==> src/rtl/core/rpcf_pkg.sv <==
// rpcf_pkg.sv: shared types, byte-kind codes and the CRC-16 byte step of the packet framer
`default_nettype none
package rpcf_pkg;

   localparam int POS_W = 5;

   // Classification of a packet position
   localparam logic [2:0] KIND_PAYLOAD = 3'd0;
   localparam logic [2:0] KIND_ACK     = 3'd1;
   localparam logic [2:0] KIND_SENDER  = 3'd2;
   localparam logic [2:0] KIND_DEST    = 3'd3;
   localparam logic [2:0] KIND_LENGTH  = 3'd4;
   localparam logic [2:0] KIND_CRC_HI  = 3'd5;
   localparam logic [2:0] KIND_CRC_LO  = 3'd6;

   localparam logic DIR_OUT = 1'b0;
   localparam logic DIR_IN  = 1'b1;

   localparam logic [1:0] CSR_OWN_ADDRESS  = 2'd0;
   localparam logic [1:0] CSR_DEST_ADDRESS = 2'd1;
   localparam logic [1:0] CSR_ACK_REQUEST  = 2'd2;

   localparam logic [15:0] CRC_POLY = 16'h1021;
   localparam logic [15:0] CRC_TOP  = 16'h8000;

   typedef struct packed {
      logic       req_type;
      logic [7:0] data_byte;
      logic [7:0] payload_length;
   } req_payload_type;

   typedef struct packed {
      logic [7:0] out_byte;
      logic [4:0] byte_index;
      logic       last;
      logic       crc_match;
      logic       ack_wanted_here;
      logic [7:0] sender_address;
      logic [7:0] received_length;
   } rsp_payload_type;

   typedef struct packed {
      logic [7:0] own_address;
      logic [7:0] dest_address;
      logic       ack_request;
   } cfg_type;

   // Classified word passed from front to back
   typedef struct packed {
      logic             dir;
      logic [POS_W-1:0] pos;
      logic             last;
      logic [2:0]       kind;
      logic [7:0]       data_byte;
      logic [7:0]       payload_length;
   } entry_type;

   function automatic logic [15:0] crc_feed(input logic [15:0] crc, input logic [7:0] b);
      logic [15:0] c;
      c = crc ^ {b, 8'h00};
      for (int k = 0; k < 8; k++) begin
         if ((c & CRC_TOP) != 16'h0000) begin
            c = {c[14:0], 1'b0} ^ CRC_POLY;
         end else begin
            c = {c[14:0], 1'b0};
         end
      end
      return c;
   endfunction

endpackage
`default_nettype wire

==> src/rtl/core/rpcf_front.sv <==
// rpcf_front.sv: tracks packet position and direction, classifies each accepted word
`default_nettype none
module rpcf_front #(
   parameter int PACKET_BYTES = 32
) (
   input  wire                      clock,
   input  wire                      reset,
   input  wire                      req_valid,
   output logic                     req_ready,
   input  rpcf_pkg::req_payload_type req_payload,
   output logic                     push_valid,
   input  wire                      push_ready,
   output rpcf_pkg::entry_type      push_entry
);
   import rpcf_pkg::*;

   localparam logic [POS_W-1:0] POS_LAST   = POS_W'(PACKET_BYTES - 1);
   localparam logic [POS_W-1:0] POS_CRC_HI = POS_W'(PACKET_BYTES - 2);
   localparam logic [POS_W-1:0] POS_LENGTH = POS_W'(PACKET_BYTES - 3);
   localparam logic [POS_W-1:0] POS_DEST   = POS_W'(PACKET_BYTES - 4);
   localparam logic [POS_W-1:0] POS_SENDER = POS_W'(PACKET_BYTES - 5);
   localparam logic [POS_W-1:0] POS_ACK    = POS_W'(PACKET_BYTES - 6);

   logic [POS_W-1:0] pos_ff, pos_in;
   logic             dir_ff, dir_in;
   logic             restart;
   logic [POS_W-1:0] eff_pos;
   logic             eff_dir;
   logic             is_last;
   logic [2:0]       kind;
   logic             accept;

   assign req_ready  = push_ready;
   assign push_valid = req_valid;
   assign accept     = req_valid && push_ready;

   // direction change mid-packet abandons it: this word becomes byte 0
   assign restart = (pos_ff != '0) && (req_payload.req_type != dir_ff);
   assign eff_pos = restart ? '0 : pos_ff;
   assign eff_dir = (eff_pos == '0) ? req_payload.req_type : dir_ff;
   assign is_last = (eff_pos == POS_LAST);

   always_comb begin
      priority if (eff_pos == POS_ACK)    kind = KIND_ACK;
      else if (eff_pos == POS_SENDER)     kind = KIND_SENDER;
      else if (eff_pos == POS_DEST)       kind = KIND_DEST;
      else if (eff_pos == POS_LENGTH)     kind = KIND_LENGTH;
      else if (eff_pos == POS_CRC_HI)     kind = KIND_CRC_HI;
      else if (eff_pos == POS_LAST)       kind = KIND_CRC_LO;
      else                                kind = KIND_PAYLOAD;
   end

   always_comb begin
      push_entry.dir            = eff_dir;
      push_entry.pos            = eff_pos;
      push_entry.last           = is_last;
      push_entry.kind           = kind;
      push_entry.data_byte      = req_payload.data_byte;
      push_entry.payload_length = req_payload.payload_length;
   end

   always_comb begin
      pos_in = pos_ff;
      dir_in = dir_ff;
      if (accept) begin
         pos_in = is_last ? '0 : eff_pos + POS_W'(1);
         dir_in = eff_dir;
      end
   end

   always_ff @(posedge clock) begin
      if (reset) begin
         pos_ff <= '0;
         dir_ff <= DIR_OUT;
      end else begin
         pos_ff <= pos_in;
         dir_ff <= dir_in;
      end
   end

   a_pos_advance: assert property (@(posedge clock) disable iff (reset)
      accept && !is_last |=> pos_ff == $past(eff_pos) + POS_W'(1))
      else $error("position did not advance");
   a_pos_wrap: assert property (@(posedge clock) disable iff (reset)
      accept && is_last |=> pos_ff == '0)
      else $error("position did not wrap after last byte");
   a_pos_range: assert property (@(posedge clock) disable iff (reset)
      pos_ff <= POS_LAST)
      else $error("position beyond packet");

endmodule
`default_nettype wire

==> src/rtl/core/rpcf_queue.sv <==
// rpcf_queue.sv: two-entry queue of classified words between front and back
`default_nettype none
module rpcf_queue (
   input  wire                 clock,
   input  wire                 reset,
   input  wire                 in_valid,
   output logic                in_ready,
   input  rpcf_pkg::entry_type in_entry,
   output logic                out_valid,
   input  wire                 out_ready,
   output rpcf_pkg::entry_type out_entry
);
   import rpcf_pkg::*;

   entry_type   slot_ff [2];
   logic        wr_ptr_ff, wr_ptr_in;
   logic        rd_ptr_ff, rd_ptr_in;
   logic [1:0]  count_ff, count_in;
   logic        push, pop;

   assign in_ready  = (count_ff != 2'd2);
   assign out_valid = (count_ff != 2'd0);
   assign out_entry = slot_ff[rd_ptr_ff];
   assign push      = in_valid && in_ready;
   assign pop       = out_valid && out_ready;

   always_comb begin
      wr_ptr_in = push ? ~wr_ptr_ff : wr_ptr_ff;
      rd_ptr_in = pop ? ~rd_ptr_ff : rd_ptr_ff;
      count_in  = count_ff + 2'(push) - 2'(pop);
   end

   always_ff @(posedge clock) begin
      if (push) begin
         slot_ff[wr_ptr_ff] <= in_entry;
      end
   end

   always_ff @(posedge clock) begin
      if (reset) begin
         wr_ptr_ff <= 1'b0;
         rd_ptr_ff <= 1'b0;
         count_ff  <= 2'd0;
      end else begin
         wr_ptr_ff <= wr_ptr_in;
         rd_ptr_ff <= rd_ptr_in;
         count_ff  <= count_in;
      end
   end

   a_count_ptrs: assert property (@(posedge clock) disable iff (reset)
      count_ff == {1'b0, wr_ptr_ff ^ rd_ptr_ff} || count_ff == 2'd2)
      else $error("queue pointers disagree with count");
   a_count_max: assert property (@(posedge clock) disable iff (reset)
      count_ff != 2'd3)
      else $error("queue overfilled");
   a_full_ptrs: assert property (@(posedge clock) disable iff (reset)
      count_ff == 2'd2 |-> wr_ptr_ff == rd_ptr_ff)
      else $error("full queue with split pointers");

endmodule
`default_nettype wire

==> src/rtl/core/rpcf_back.sv <==
// rpcf_back.sv: trailer substitution, CRC update, incoming checks and result register
`default_nettype none
module rpcf_back (
   input  wire                       clock,
   input  wire                       reset,
   input  rpcf_pkg::cfg_type         cfg,
   input  wire                       pop_valid,
   output logic                      pop_ready,
   input  rpcf_pkg::entry_type       pop_entry,
   output logic                      rsp_valid,
   input  wire                       rsp_ready,
   output rpcf_pkg::rsp_payload_type rsp_payload
);
   import rpcf_pkg::*;

   logic [15:0]     crc_ff, crc_in;
   logic [7:0]      rx_crc_hi_ff, rx_crc_hi_in;
   logic            ack_seen_ff, ack_seen_in;
   logic            addr_me_ff, addr_me_in;
   logic [7:0]      sender_ff, sender_in;
   logic [7:0]      length_ff, length_in;
   logic            out_valid_ff, out_valid_in;
   rsp_payload_type out_ff, out_in;

   logic            pop;
   logic [15:0]     crc_base;
   logic [7:0]      ob;
   logic            feeds_crc;
   logic            match;

   assign pop_ready   = !out_valid_ff || rsp_ready;
   assign pop         = pop_valid && pop_ready;
   assign rsp_valid   = out_valid_ff;
   assign rsp_payload = out_ff;

   // byte 0 starts a fresh CRC whatever the previous packet left
   assign crc_base  = (pop_entry.pos == '0) ? 16'h0000 : crc_ff;
   assign feeds_crc = (pop_entry.kind != KIND_CRC_HI) && (pop_entry.kind != KIND_CRC_LO);
   assign match     = ({rx_crc_hi_ff, pop_entry.data_byte} == crc_base);

   always_comb begin
      ob = pop_entry.data_byte;
      if (pop_entry.dir == DIR_OUT) begin
         unique case (pop_entry.kind)
            KIND_ACK:    ob = {7'd0, cfg.ack_request};
            KIND_SENDER: ob = cfg.own_address;
            KIND_DEST:   ob = cfg.dest_address;
            KIND_LENGTH: ob = pop_entry.payload_length;
            KIND_CRC_HI: ob = crc_base[15:8];
            KIND_CRC_LO: ob = crc_base[7:0];
            default:     ob = pop_entry.data_byte;
         endcase
      end
   end

   always_comb begin
      crc_in       = crc_ff;
      rx_crc_hi_in = rx_crc_hi_ff;
      ack_seen_in  = ack_seen_ff;
      addr_me_in   = addr_me_ff;
      sender_in    = sender_ff;
      length_in    = length_ff;
      out_in       = out_ff;
      out_valid_in = out_valid_ff;
      if (out_valid_ff && rsp_ready) begin
         out_valid_in = 1'b0;
      end
      if (pop) begin
         crc_in = feeds_crc ? crc_feed(crc_base, ob) : crc_base;
         if (pop_entry.dir == DIR_IN) begin
            unique case (pop_entry.kind)
               KIND_ACK:    ack_seen_in  = (pop_entry.data_byte == 8'd1);
               KIND_SENDER: sender_in    = pop_entry.data_byte;
               KIND_DEST:   addr_me_in   = (pop_entry.data_byte == cfg.own_address);
               KIND_LENGTH: length_in    = pop_entry.data_byte;
               KIND_CRC_HI: rx_crc_hi_in = pop_entry.data_byte;
               default:     ;
            endcase
         end
         out_valid_in           = 1'b1;
         out_in.out_byte        = ob;
         out_in.byte_index      = pop_entry.pos;
         out_in.last            = pop_entry.last;
         out_in.crc_match       = 1'b0;
         out_in.ack_wanted_here = 1'b0;
         out_in.sender_address  = 8'd0;
         out_in.received_length = 8'd0;
         if (pop_entry.dir == DIR_IN && pop_entry.last) begin
            out_in.crc_match       = match;
            out_in.ack_wanted_here = match && ack_seen_ff && addr_me_ff;
            out_in.sender_address  = sender_ff;
            out_in.received_length = length_ff;
         end
      end
   end

   always_ff @(posedge clock) begin
      crc_ff       <= crc_in;
      rx_crc_hi_ff <= rx_crc_hi_in;
      ack_seen_ff  <= ack_seen_in;
      addr_me_ff   <= addr_me_in;
      sender_ff    <= sender_in;
      length_ff    <= length_in;
      out_ff       <= out_in;
   end

   always_ff @(posedge clock) begin
      if (reset) begin
         out_valid_ff <= 1'b0;
      end else begin
         out_valid_ff <= out_valid_in;
      end
   end

   a_status_on_last: assert property (@(posedge clock) disable iff (reset)
      out_valid_ff && (out_ff.crc_match || out_ff.ack_wanted_here ||
                       out_ff.sender_address != 8'd0 || out_ff.received_length != 8'd0)
      |-> out_ff.last)
      else $error("incoming status outside last byte");
   a_ack_needs_crc: assert property (@(posedge clock) disable iff (reset)
      out_valid_ff && out_ff.ack_wanted_here |-> out_ff.crc_match)
      else $error("ack wanted without CRC match");
   a_crc_lo_last: assert property (@(posedge clock) disable iff (reset)
      pop && pop_entry.kind == KIND_CRC_LO |-> pop_entry.last)
      else $error("CRC low byte not last");

endmodule
`default_nettype wire

==> src/rtl/core/radio_packet_trailer_crc_framer_top.sv <==
// radio_packet_trailer_crc_framer_top.sv: top level of the packet trailer CRC framer
// A word accepted by the front is registered in a queue slot and then in the back result register.
// Throughput: one word per cycle while rsp_ready stays high; the front feeds a two-entry queue
// that stalls apart from the back result register, and the CRC byte step is combinational.
// Reset is synchronous, active high: position 0, outgoing direction, queue and result
// register empty, own_address 0, dest_address 1, ack_request 1.
`default_nettype none
module radio_packet_trailer_crc_framer_top #(
   parameter int PACKET_BYTES = 32
) (
   input  wire                       clock,
   input  wire                       reset,
   input  wire                       req_valid,
   output logic                      req_ready,
   input  rpcf_pkg::req_payload_type req_payload,
   output logic                      rsp_valid,
   input  wire                       rsp_ready,
   output rpcf_pkg::rsp_payload_type rsp_payload,
   input  wire                       csr_valid,
   output logic                      csr_ready,
   input  wire [1:0]                 csr_index,
   input  wire [7:0]                 csr_wdata
);
   import rpcf_pkg::*;

   cfg_type   cfg_ff, cfg_in;
   logic      push_valid, push_ready;
   entry_type push_entry;
   logic      pop_valid, pop_ready;
   entry_type pop_entry;

   assign csr_ready = 1'b1;

   always_comb begin
      cfg_in = cfg_ff;
      if (csr_valid) begin
         unique case (csr_index)
            CSR_OWN_ADDRESS:  cfg_in.own_address  = csr_wdata;
            CSR_DEST_ADDRESS: cfg_in.dest_address = csr_wdata;
            CSR_ACK_REQUEST:  cfg_in.ack_request  = csr_wdata[0];
            default:          ;
         endcase
      end
   end

   always_ff @(posedge clock) begin
      if (reset) begin
         cfg_ff.own_address  <= 8'd0;
         cfg_ff.dest_address <= 8'd1;
         cfg_ff.ack_request  <= 1'b1;
      end else begin
         cfg_ff <= cfg_in;
      end
   end

   rpcf_front #(
      .PACKET_BYTES(PACKET_BYTES)
   ) u_front (
      .clock      (clock),
      .reset      (reset),
      .req_valid  (req_valid),
      .req_ready  (req_ready),
      .req_payload(req_payload),
      .push_valid (push_valid),
      .push_ready (push_ready),
      .push_entry (push_entry)
   );

   rpcf_queue u_queue (
      .clock    (clock),
      .reset    (reset),
      .in_valid (push_valid),
      .in_ready (push_ready),
      .in_entry (push_entry),
      .out_valid(pop_valid),
      .out_ready(pop_ready),
      .out_entry(pop_entry)
   );

   rpcf_back u_back (
      .clock      (clock),
      .reset      (reset),
      .cfg        (cfg_ff),
      .pop_valid  (pop_valid),
      .pop_ready  (pop_ready),
      .pop_entry  (pop_entry),
      .rsp_valid  (rsp_valid),
      .rsp_ready  (rsp_ready),
      .rsp_payload(rsp_payload)
   );

endmodule
`default_nettype wire
==> config.mk <==
export PLATFORM = sky130hd
export DESIGN_NAME = radio_packet_trailer_crc_framer_top
export DESIGN_NICKNAME = d
export VERILOG_FILES = /design/src/rtl/core/rpcf_pkg.sv /design/src/rtl/core/rpcf_front.sv /design/src/rtl/core/rpcf_queue.sv /design/src/rtl/core/rpcf_back.sv /design/src/rtl/core/radio_packet_trailer_crc_framer_top.sv
export SDC_FILE = /design/constraint.sdc
export NUM_CORES = 1
export LEC_CHECK = 0
export BUFFER_PORTS_ARGS = -buffer_cell sky130_fd_sc_hd__buf_4
export CELL_PAD_IN_SITES_DETAIL_PLACEMENT = 1
export CELL_PAD_IN_SITES_GLOBAL_PLACEMENT = 2
export CORE_ASPECT_RATIO = 2
export CORE_MARGIN = 2
export CORE_UTILIZATION = 44
export DETAILED_ROUTE_END_ITERATION = 10
export HOLD_SLACK_MARGIN = 0.06
export PLACE_DENSITY_LB_ADDON = 0.1
export SLEW_MARGIN = 15
export SYNTH_ARGS = -nofsm -noshare
export SYNTH_HDL_FRONTEND = slang
export SYNTH_SLANG_ARGS = --single-unit
==> constraint.sdc <==
create_clock -name clock -period 7.35 [get_ports clock]
set_clock_uncertainty 0.05 [all_clocks]
set_input_delay 1.1025 -clock clock [delete_from_list [all_inputs] [get_ports clock]]
set_output_delay 1.1025 -clock clock [all_outputs]
set_load 0.02 [all_outputs]
Word level (Yosys, flattened, before mapping)
Memories as Yosys holds them, arrays and structs flattened. A register that Yosys moved wholly into a read port is not among the register bits.
Index checks and enable logic that the tools add are counted.
{"block": "word_totals", "register_bits": 102, "ramBits": 52, "inputBits": 32, "out_inout_bits": 35, "elab_cells": 116, "n_memories": 1}
{"name": "u_queue.slot_ff", "words": 2, "word_bits": 26, "read_ports": 1, "rd_ports_with_merged_regs": 1, "write_ports": 1, "line": "rpcf_queue.sv:15", "source": "entry_type slot_ff [2];"}
{"block": "op_classes", "n_addsub": 3, "eq_ne": 21, "mux": 34, "n_bitwise": 11, "reduce_logical": 24}
{"cell": "$mux 16", "n": 9}
{"cell": "$mux 13", "n": 8}
{"cell": "$pmux 8 s6", "n": 1}
{"cell": "$eq 5x5->1 const B", "n": 6}
{"cell": "$not 3->3", "n": 8}
{"cell": "$mux 3", "n": 6}
{"cell": "$eq 16x16->1", "n": 1}
{"cell": "$xor 16x16->16", "n": 1}
{"cell": "$reduce_and 3->1", "n": 5}
{"cell": "$logic_not 5->1", "n": 2}
{"cell": "$mux 5", "n": 2}
{"cell": "$eq 3x3->1 const B", "n": 3}
{"cell": "$eq 8x1->1 const B", "n": 1}
{"cell": "$eq 8x8->1", "n": 1}
{"cell": "$logic_and 1x1->1", "n": 8}
{"cell": "$mux 8", "n": 1}
{"cell": "$mux 1", "n": 7}
{"cell": "$eq 3x2->1 const B", "n": 2}
{"cell": "$ne 3x3->1 const B", "n": 2}
{"cell": "$reduce_and 2->1", "n": 3}
{"cell": "$add 5x1->5 const B", "n": 1}
{"cell": "$reduce_bool 5->1", "n": 1}
{"cell": "$reduce_bool 2->1", "n": 2}
{"cell": "$eq 3x1->1 const B", "n": 1}
{"cell": "other kinds (10)", "n": 11}

Logic depth before layout (Yosys ltp)
Gate-level depths: netlist (run 1).
{"block": "depth", "word_depth": 29, "ltp_mapped": 12, "ltp_nobuf": 10}

Hierarchy
A second synthesis (run 1) with hierarchy kept.
{"block": "hier_totals", "hier_cells": 637, "hier_area_um2": 7971.4}
{"mod": "rpcf_back", "instances": 1, "cells_each": 378, "area_per_inst_um2": 4356.7, "seq_area_each_um2": 2242.2}
{"mod": "rpcf_queue", "instances": 1, "cells_each": 105, "area_per_inst_um2": 2200.9, "seq_area_each_um2": 1661.6}
{"mod": "radio_packet_trailer_crc_framer_top", "instances": 1, "cells_each": 70, "area_per_inst_um2": 734.5, "seq_area_each_um2": 340.3}
{"mod": "rpcf_front", "instances": 1, "cells_each": 84, "area_per_inst_um2": 679.4, "seq_area_each_um2": 120.1}

Worst setup path before layout (run 1)
No wires, ideal clock.
{"block": "synth_path", "path_type": "input -> register", "from": "input rsp_ready", "to": "register u_back.sender_ff[0] (enable)", "t_arrival_ps": 3391, "t_required_ps": 6917, "setup_slack_ps": 3525, "path_stages": 4, "path_buffers": 0, "cell_sequence": "nand2b_1 > o21a_1 > nand3_1 > nor3_1"}
{"block": "synth_between", "elab_chain_len": 3}
{"item": "from (decl)", "line": "radio_packet_trailer_crc_framer_top.sv:17", "source": "input wire rsp_ready,"}
{"item": "$logic_or 1x1->1", "line": "rpcf_back.sv:31", "source": "assign pop_ready = !out_valid_ff || rsp_ready;"}
{"item": "$logic_and 1x1->1", "line": "rpcf_back.sv:32", "source": "assign pop = pop_valid && pop_ready;"}
{"item": "$reduce_and 3->1 (no line)"}
{"item": "to (signal assigned)", "line": "rpcf_back.sv:102", "source": "sender_ff <= sender_in;"}
{"item": "to (decl)", "line": "rpcf_back.sv:20", "source": "logic [7:0] sender_ff, sender_in;"}
No other way between the ends.
A chain may end at the register's enable or synchronous reset.

==> key figures, run 1 <==
Routing
  – Vias per cell: 5.75
  – First-pass detailed-route iteration total: 4
  – Final ANT Viol Nets: 0
  – Final wirelength: 19500 um
  – WL/cell: 21.6 um
  – Vias: 5188
  – DRC errors left: 0
  – DR iter-0 viols: 241

Timing
  – Final WS setup: 3.69 ns
  – Fin. max-slew vios: 0
  – Final Cycle Share: 49.8%
  – Count of final hold-check violations: 0
  – Peak Freq: 273 MHz
  – Min cycle time layout: 3.66 ns
  – Setup tns final: 0 ns
  – Worst slew margin: 22.1%
  – Worst slew pin tran: 1.16 ns
  – Number of endpoints failing setup at the final stage: 0
  – Hold Worst Slack: 0.432 ns
  – RSZ-0062 raised after global routing: no

Global routing
  – First-pass GRT wire length: 30200 um
  – Initial antenna violation count: 0
  – Largest net degree at the start of global routing: 54
  – Total gr overflow: 0
  – Total GRT Usage: 22.7%
  – Vias in the first global route: 5305

Worst setup path
  – WP buf/inv: 1
  – Crit path capture type: flip-flop
  – Worst Path Arrival: 3.74 ns
  – Crit-path cells: buf_4 -> mux2i_1 -> o211ai_1 -> and2_1 -> nand2b_1 -> o21ai_0 -> o21a_1 -> xnor2_1 -> a211o_1 -> o221ai_1
  – CP delay by family, top: compound AO/OA/AOI/OAI gates
  – Startpoint Class: flip-flop
  – Worst EP required: 7.43 ns
  – Setup CP Type: flip-flop to flip-flop
  – Worst-path maximum fanout: 38
  – Crit path largest cell delay: 0.76 ns
  – CP max stage cell: mux2i_1

Die
  – Core Region: 0.0166 mm^2
  – I/O pin count: 67
  – Die extent in y: 188 um
  – Row count: 67
  – Initial Util: 44.7%
  – Die ar.: 0.0180 mm^2
  – DIE WIDTH: 95.8 um

Pwr
  – Peak supply drop: 0.289 mV
  – Power density over the cells: 457 mW/mm^2
  – Total power draw: 3.96 mW
  – Lkg Pwr: 3.22 nW

Place
  – Worst slack at placement: 3.71 ns
  – DP HPWL: 13400 um
  – Placed Cells: 873
  – Post-DP Area: 0.00805 mm^2
  – GPL Wtd Cong: 0.829
  – Port bufs: 65

Logic synthesis
  – EDFF count, synth: 126
  – Top-area cell type share of the netlist area: 51.0%
  – Primary FF master, synth: edfxtp_1
  – Gate Count Post-Synth: 625
  – #FFs+latches synth: 155
  – Synth warn: 0
  – Synth area leaders: edfxtp_1, dfxtp_1, mux2i_1, a21oi_1, nor2_1
  – Distinct cell type count after synthesis: 67
  – Most frequent cell after synthesis: edfxtp_1
  – Synth cell count leaders: edfxtp_1, nor2_1, a21oi_1
  – Avg Cell Area, Syn: 11.9 um^2
  – Cell taking the most area after synthesis: edfxtp_1
  – Share of synthesized registers carrying an async set or reset: 0%
  – Post-Syn Nets: 664
  – Synth Cell Area: 0.00741 mm^2
  – Register area share after synthesis: 58.9%

Cells and area
  – Final core utilization: 52.3%
  – Seq. cell area: 0.00437 mm^2
  – Non-Filler Cell Area, Final: 0.00868 mm^2
  – Area grow syn2layout: 17.1%
  – Fill count: 1784
  – Antenna diodes: 0
  – Footprint of the multi-input gates: 0.00281 mm^2
  – Non-Filler Instances: 903
  – Nets: 724
  – Layout cells sized above 1: 19.8%

Clocking
  – Post-cts sizing count: 0
  – Post-CTS setup buffers: 0
  – CTS Root Cell: clkbuf_16
  – Worst skew pair latency: 0.43 ns
  – CTS hold repair buffers: 0
  – CTS tree: yes
  – CTS clk-pin slew, worst paths: 0.06 ns
  – Num CTS Buffers: 17
  – H-tree levels: 4
  – Clock Path Buffers: 2
  – CTS Sinks: 155

Hold path
  – Min-Delay Path Class: flip-flop to flip-flop

Flow run
  – Max-Cap Viols: 0

Status
  – Status: complete, no violations
report_power, final:
part | internal [mW] | switching (mW) | total (mW) | leakage, nW
Combinational | 0.615 | 0.968 | 1.58 | 1.48
Clock | 0.599 | 0.349 | 0.948 | 0.297
Sequential | 1.28 | 0.157 | 1.43 | 1.44
Total | 2.49 | 1.47 | 3.96 | 3.22
worst paths after layout:
kind,from,end,slack [ns],cells after the start
setup / recovery,flip-flop,u_back.crc_ff[8]$_DFFE_PP_,3.69,10
hold / removal,u_front.dir_ff$_SDFFE_PP0P_,u_front.dir_ff$_SDFFE_PP0P_,0.43,2
setup reg to reg,flip-flop,u_back.crc_ff[8]$_DFFE_PP_,3.69,10
hold reg to reg,u_front.dir_ff$_SDFFE_PP0P_,u_front.dir_ff$_SDFFE_PP0P_,0.43,2
cell type report:
cell class	count	share of cell area, %
Clock buffer	19	4.99
Clock inverter	11	2.25
Inverter	18	0.779
Multi-Input combinational cell	420	32.4
Sequential cell	155	50.3
Tap cell	207	2.98
Timing Repair Buffer	73	6.31
worst reg2reg max path, stage by stage (launching register included):
cell	delay, ns
dfxtp_2	0.31
buf_4	0.48
mux2i_1	0.77
o211ai_1	0.28
and2_1	0.38
nand2b_1	0.17
o21ai_0	0.10
o21a_1	0.25
xnor2_1	0.33
a211o_1	0.14
o221ai_1	0.10
flip-flops by register name, summed over array words and instances, names as in the netlist, 2 cells and up, named ones only:
register and cells:
u_back.rx_crc_hi_ff 8, u_back.crc_ff 16, u_queue.slot_ff 52, u_back.length_ff 8, u_front.pos_ff 5, u_queue.count_ff 2
u_back.rsp_payload 32, cfg_ff 17, u_back.sender_ff 8
logic make-up (layout without fill, tap and decap cells):
logic type,count (synthesis),after routing,synth area share [%]
mux,50,50,7.54
compound gates,142,142,12.7
other cells,1,1,0.0506
simple gates,192,192,12.8
xor+xnor,28,28,3.51
buf+inv,50,121,3.38
flops,155,155,58.9
fa+ha+maj,7,7,1.18
cell usage in the layout, fill, tap and decap left out, types with 4 or more instances in the layout:
master,instances
dfxtp_1,28
o21ai_1,4
and2_1,20
nand4_1,8
a31oi_1,7
a21oi_1,44
inv_1,16
edfxtp_1,126
nor2_1,56
bufinv_16,5
xnor2_1,19
a22o_1,5
nand3b_1,4
o21bai_1,4
o211ai_1,9
o22a_1,5
and3_1,5
nor3_1,5
nand2_1,43
nand2b_1,6
ha_1,7
a22oi_1,7
mux2i_2,4
xor2_1,7
a211o_1,6
nor4_1,5
buf_4,73
mux2i_1,29
clkbuf_16,17
o21ai_0,28
nand3_1,20
mux2_2,13
nor4b_1,4
layer usage:
metal / wire [um] / up-vias / global-route usage (%) / share of wire, %
li1: - / 2438 / - / -
met1: 8280 / 2607 / 29.9 / 42
met2: 10100 / 115 / 37.0 / 52
met3: 718 / 28 / 3.70 / 3.7
met4: 461 / 0 / 9.07 / 2.4
met5: 0 / - / 0 / 0
(Power assumes the default switching activity.)
==> run 2: changes to the inputs <==
--- a/config.mk
+++ b/config.mk
@@ -10,7 +10,7 @@
 export CELL_PAD_IN_SITES_GLOBAL_PLACEMENT = 2
 export CORE_ASPECT_RATIO = 2
 export CORE_MARGIN = 2
-export CORE_UTILIZATION = 44
+export CORE_UTILIZATION = 37
 export DETAILED_ROUTE_END_ITERATION = 10
 export HOLD_SLACK_MARGIN = 0.06
 export PLACE_DENSITY_LB_ADDON = 0.1
==> constraint.sdc (replaced) <==
create_clock -name clock -period 2.95 [get_ports clock]
set_clock_uncertainty 0.05 [all_clocks]
set_input_delay 0.4425 -clock clock [delete_from_list [all_inputs] [get_ports clock]]
set_output_delay 0.4425 -clock clock [all_outputs]
set_load 0.02 [all_outputs]
==> run 2 against run 1 <==
Count of clock-buffer cells in the layout down 1. Routed wire length is 7.6% higher. Sequential share of layout area decreased by 2.7 points. Final cell count grew 11%. Sequential cell count stayed put. Core utilization fell by 5.8 points. Setup slack got worse by 3.5 ns. Combinational power rose to 2.8 times the previous value. Fmax increased by 32%. Largest cell class unchanged.
==> key figures, run 2 (synthesized netlist as in run 1, its figures left out) <==
Clocking
  – CTS Root Cell: clkbuf_16
  – Num CTS Buffers: 17 (unchanged)
  – CTS clk-pin slew, worst paths: 0.07 ns (about the same)
  – Clock Path Buffers: 2 (unchanged)
  – CTS tree: yes
  – Worst skew pair latency: 0.43 ns (about the same)
  – CTS Sinks: 155 (unchanged)
  – H-tree levels: 4 (unchanged)

Place
  – GPL Wtd Cong: 0.879 (+6.0%)
  – Post-DP Area: 0.00843 mm^2 (+4.7%)
  – Placed Cells: 964 (+10%)
  – DP HPWL: 16200 um (+21%)
  – Port bufs: 65 (unchanged)
  – Worst slack at placement: -0.0430 ns (-3.76 ns)

Timing
  – Min cycle time layout: 2.77 ns (-0.890 ns)
  – Count of final hold-check violations: 0 (unchanged)
  – Worst slew pin tran: 0.664 ns (-0.498 ns)
  – Number of endpoints failing setup at the final stage: 0 (unchanged)
  – Peak Freq: 361 MHz (+32%)
  – Worst slew margin: 55.8% (+34 points)
  – Setup tns final: 0 ns (unchanged)
  – Fin. max-slew vios: 0 (unchanged)
  – Hold Worst Slack: 0.139 ns (-0.293 ns)
  – Final WS setup: 0.177 ns (-3.51 ns)
  – Final Cycle Share: 94.0% (+44 points)
  – RSZ-0062 raised after global routing: yes

Routing
  – DR iter-0 viols: 151 (-37%)
  – DRC errors left: 0 (unchanged)
  – First-pass detailed-route iteration total: 5 (+1)
  – WL/cell: 21.1 um (-2.7%)
  – Vias: 5364 (+3.4%)
  – Final wirelength: 21000 um (+7.6%)
  – Vias per cell: 5.37 (-6.4%)
  – Final ANT Viol Nets: 0 (unchanged)

Worst setup path
  – Worst Path Arrival: 3.01 ns (-0.73 ns)
  – Crit-path cells: buf_6 -> buf_12 -> mux2i_4 -> inv_2 -> xnor2_1 -> a31oi_1 -> o32ai_1 -> nand4_1 -> nor4_2 -> and3_1
  – WP buf/inv: 3 (+2)
  – Worst path depth: 10 (unchanged)
  – R2R depth: 10 (unchanged)
  – Worst EP required: 3.19 ns (-4.24 ns)
  – CP delay by family, top: simple AND/OR/NAND/NOR gates
  – Crit path largest cell delay: 0.45 ns (-0.31 ns)
  – Startpoint Class: flip-flop
  – CP max stage cell: nor4_2
  – Setup CP Type: flip-flop to flip-flop
  – Worst-path maximum fanout: 11 (-71%)
  – Crit path capture type: flip-flop

Global routing
  – Initial antenna violation count: 0 (unchanged)
  – Total GRT Usage: 20.8% (-1.9 points)
  – Vias in the first global route: 5872 (+11%)
  – Largest net degree at the start of global routing: 49 (-9.3%)
  – Total gr overflow: 0 (unchanged)
  – First-pass GRT wire length: 33100 um (+9.4%)

Die
  – Row count: 73 (+9.0%)
  – Initial Util: 37.6% (-7.1 points)
  – Die extent in y: 204 um (+8.9%)
  – Die ar.: 0.0213 mm^2 (+18%)
  – Core Region: 0.0197 mm^2 (+19%)
  – I/O pin count: 67 (unchanged)
  – DIE WIDTH: 104 um (+8.7%)

Hold path
  – Min-Delay Path Class: input port to flip-flop
  – Hold depth: 1 (-1)
  – Hold path startpoint: req_payload[4]

Cells and area
  – Max reg flops: 52 (unchanged)
  – Non-Filler Instances: 998 (+11%)
  – Footprint of the multi-input gates: 0.00288 mm^2 (+2.3%)
  – Largest Register: u_queue.slot_ff
  – Most common cell after layout, fill and taps aside: edfxtp_1
  – Nets: 762 (+5.2%)
  – Fill count: 2155 (+21%)
  – Seq. cell area: 0.00437 mm^2 (about the same)
  – Layout cells sized above 1: 25.5% (+5.7 points)
  – Non-Filler Cell Area, Final: 0.00918 mm^2 (+5.8%)
  – Most frequent cells in the layout: edfxtp_1, buf_4, nor2_1, a21oi_1, nand2_1
  – Antenna diodes: 0 (unchanged)
  – Area grow syn2layout: 23.8%

Pwr
  – Combinational fraction of design power: 42.7% (+2.8 points)
  – Clock network power share: 23.0% (-0.9 points)
  – Power density over the cells: 1150 mW/mm^2 (+150%)
  – Int Pwr: 6.55 mW (+160%)
  – Sw Ratio: 37.8% (+0.58 points)
  – Peak supply drop: 0.431 mV (+49%)
  – P_sw: 3.97 mW (+170%)
  – Sequential share of power: 34.3% (-1.8 points)
  – Lkg Pwr: 3.45 nW (+7.4%)

Flow run
  – Max-Cap Viols: 0 (unchanged)

Status
  – Status: complete, no violations
run 2: cell types whose count changed in the layout (fill, tap and decap cells not counted), moves of 2 or more:
| cell | before | now |
|---|---|---|
| buf_4 | 73 | 105 |
| buf_12 | 0 | 4 |
| inv_6 | 1 | 4 |
| inv_8 | 0 | 3 |
| nor4_1 | 5 | 2 |
| xnor2_1 | 19 | 16 |
| xnor2_2 | 0 | 3 |
| buf_6 | 0 | 2 |
| nor4_4 | 0 | 2 |
run 2: power groups by stage:
stage / Sequential, mW / Combinational (mW) / Clock [mW]
after floorplan: 3.69 / 2.68 / 0
after global placement: 3.62 / 4.27 / 0
after detailed placement: 3.64 / 4.39 / 0
final: 3.61 / 4.50 / 2.42
after CTS: 3.61 / 4.40 / 2.48
after global routing: 3.67 / 4.93 / 2.56
run 2: area by class of cell:
class,count,share of cell area [%]
tap,262,3.57
timing repair buffer,111,9.70
multi-input combinational,420,31.3
clock inverter,14,2.41
inverter,18,0.736
clock buffer,18,4.67
sequential,155,47.6
run 2: metal layers:
layer | GRT usage (%) | share of wire (%) | vias to the layer above
met5 | 0 | 0 | -
met4 | 13.4 | 5.6 | 0
met3 | 3.48 | 2.3 | 58
met2 | 41.2 | 59 | 102
met1 | 19.2 | 33 | 2683
li1 | - | - | 2521
run 2: final timing paths:
kind	endpoint	slack [ns]
setup / recovery	u_back.rsp_payload[16]$_SDFFCE_PN0P_	0.18
setup reg to reg	u_back.rsp_payload[16]$_SDFFCE_PN0P_	0.18
hold / removal	u_queue.slot_ff[1][4]$_DFFE_PP_	0.14
hold reg to reg	cfg_ff[1]$_SDFFE_PP1P_	0.45
run 2: metrics by stage:
stage / utilization [%] / total power [mW]
CTS: 46.1 / 10.5
global route: 46.5 / 11.2
finish: 46.5 / 10.5
floorplan: - / 6.37
global placement: 42.7 / 7.90
detailed placement: 42.7 / 8.03
run 2: what timing repair did:
action | 4_1_cts | 5_1_grt
buffers inserted | 0 | 2
pin swaps | 0 | 3
resized for setup | 3 | 13
hold buffers | 0 | 0
endpoints found under the setup margin | 3 | 14
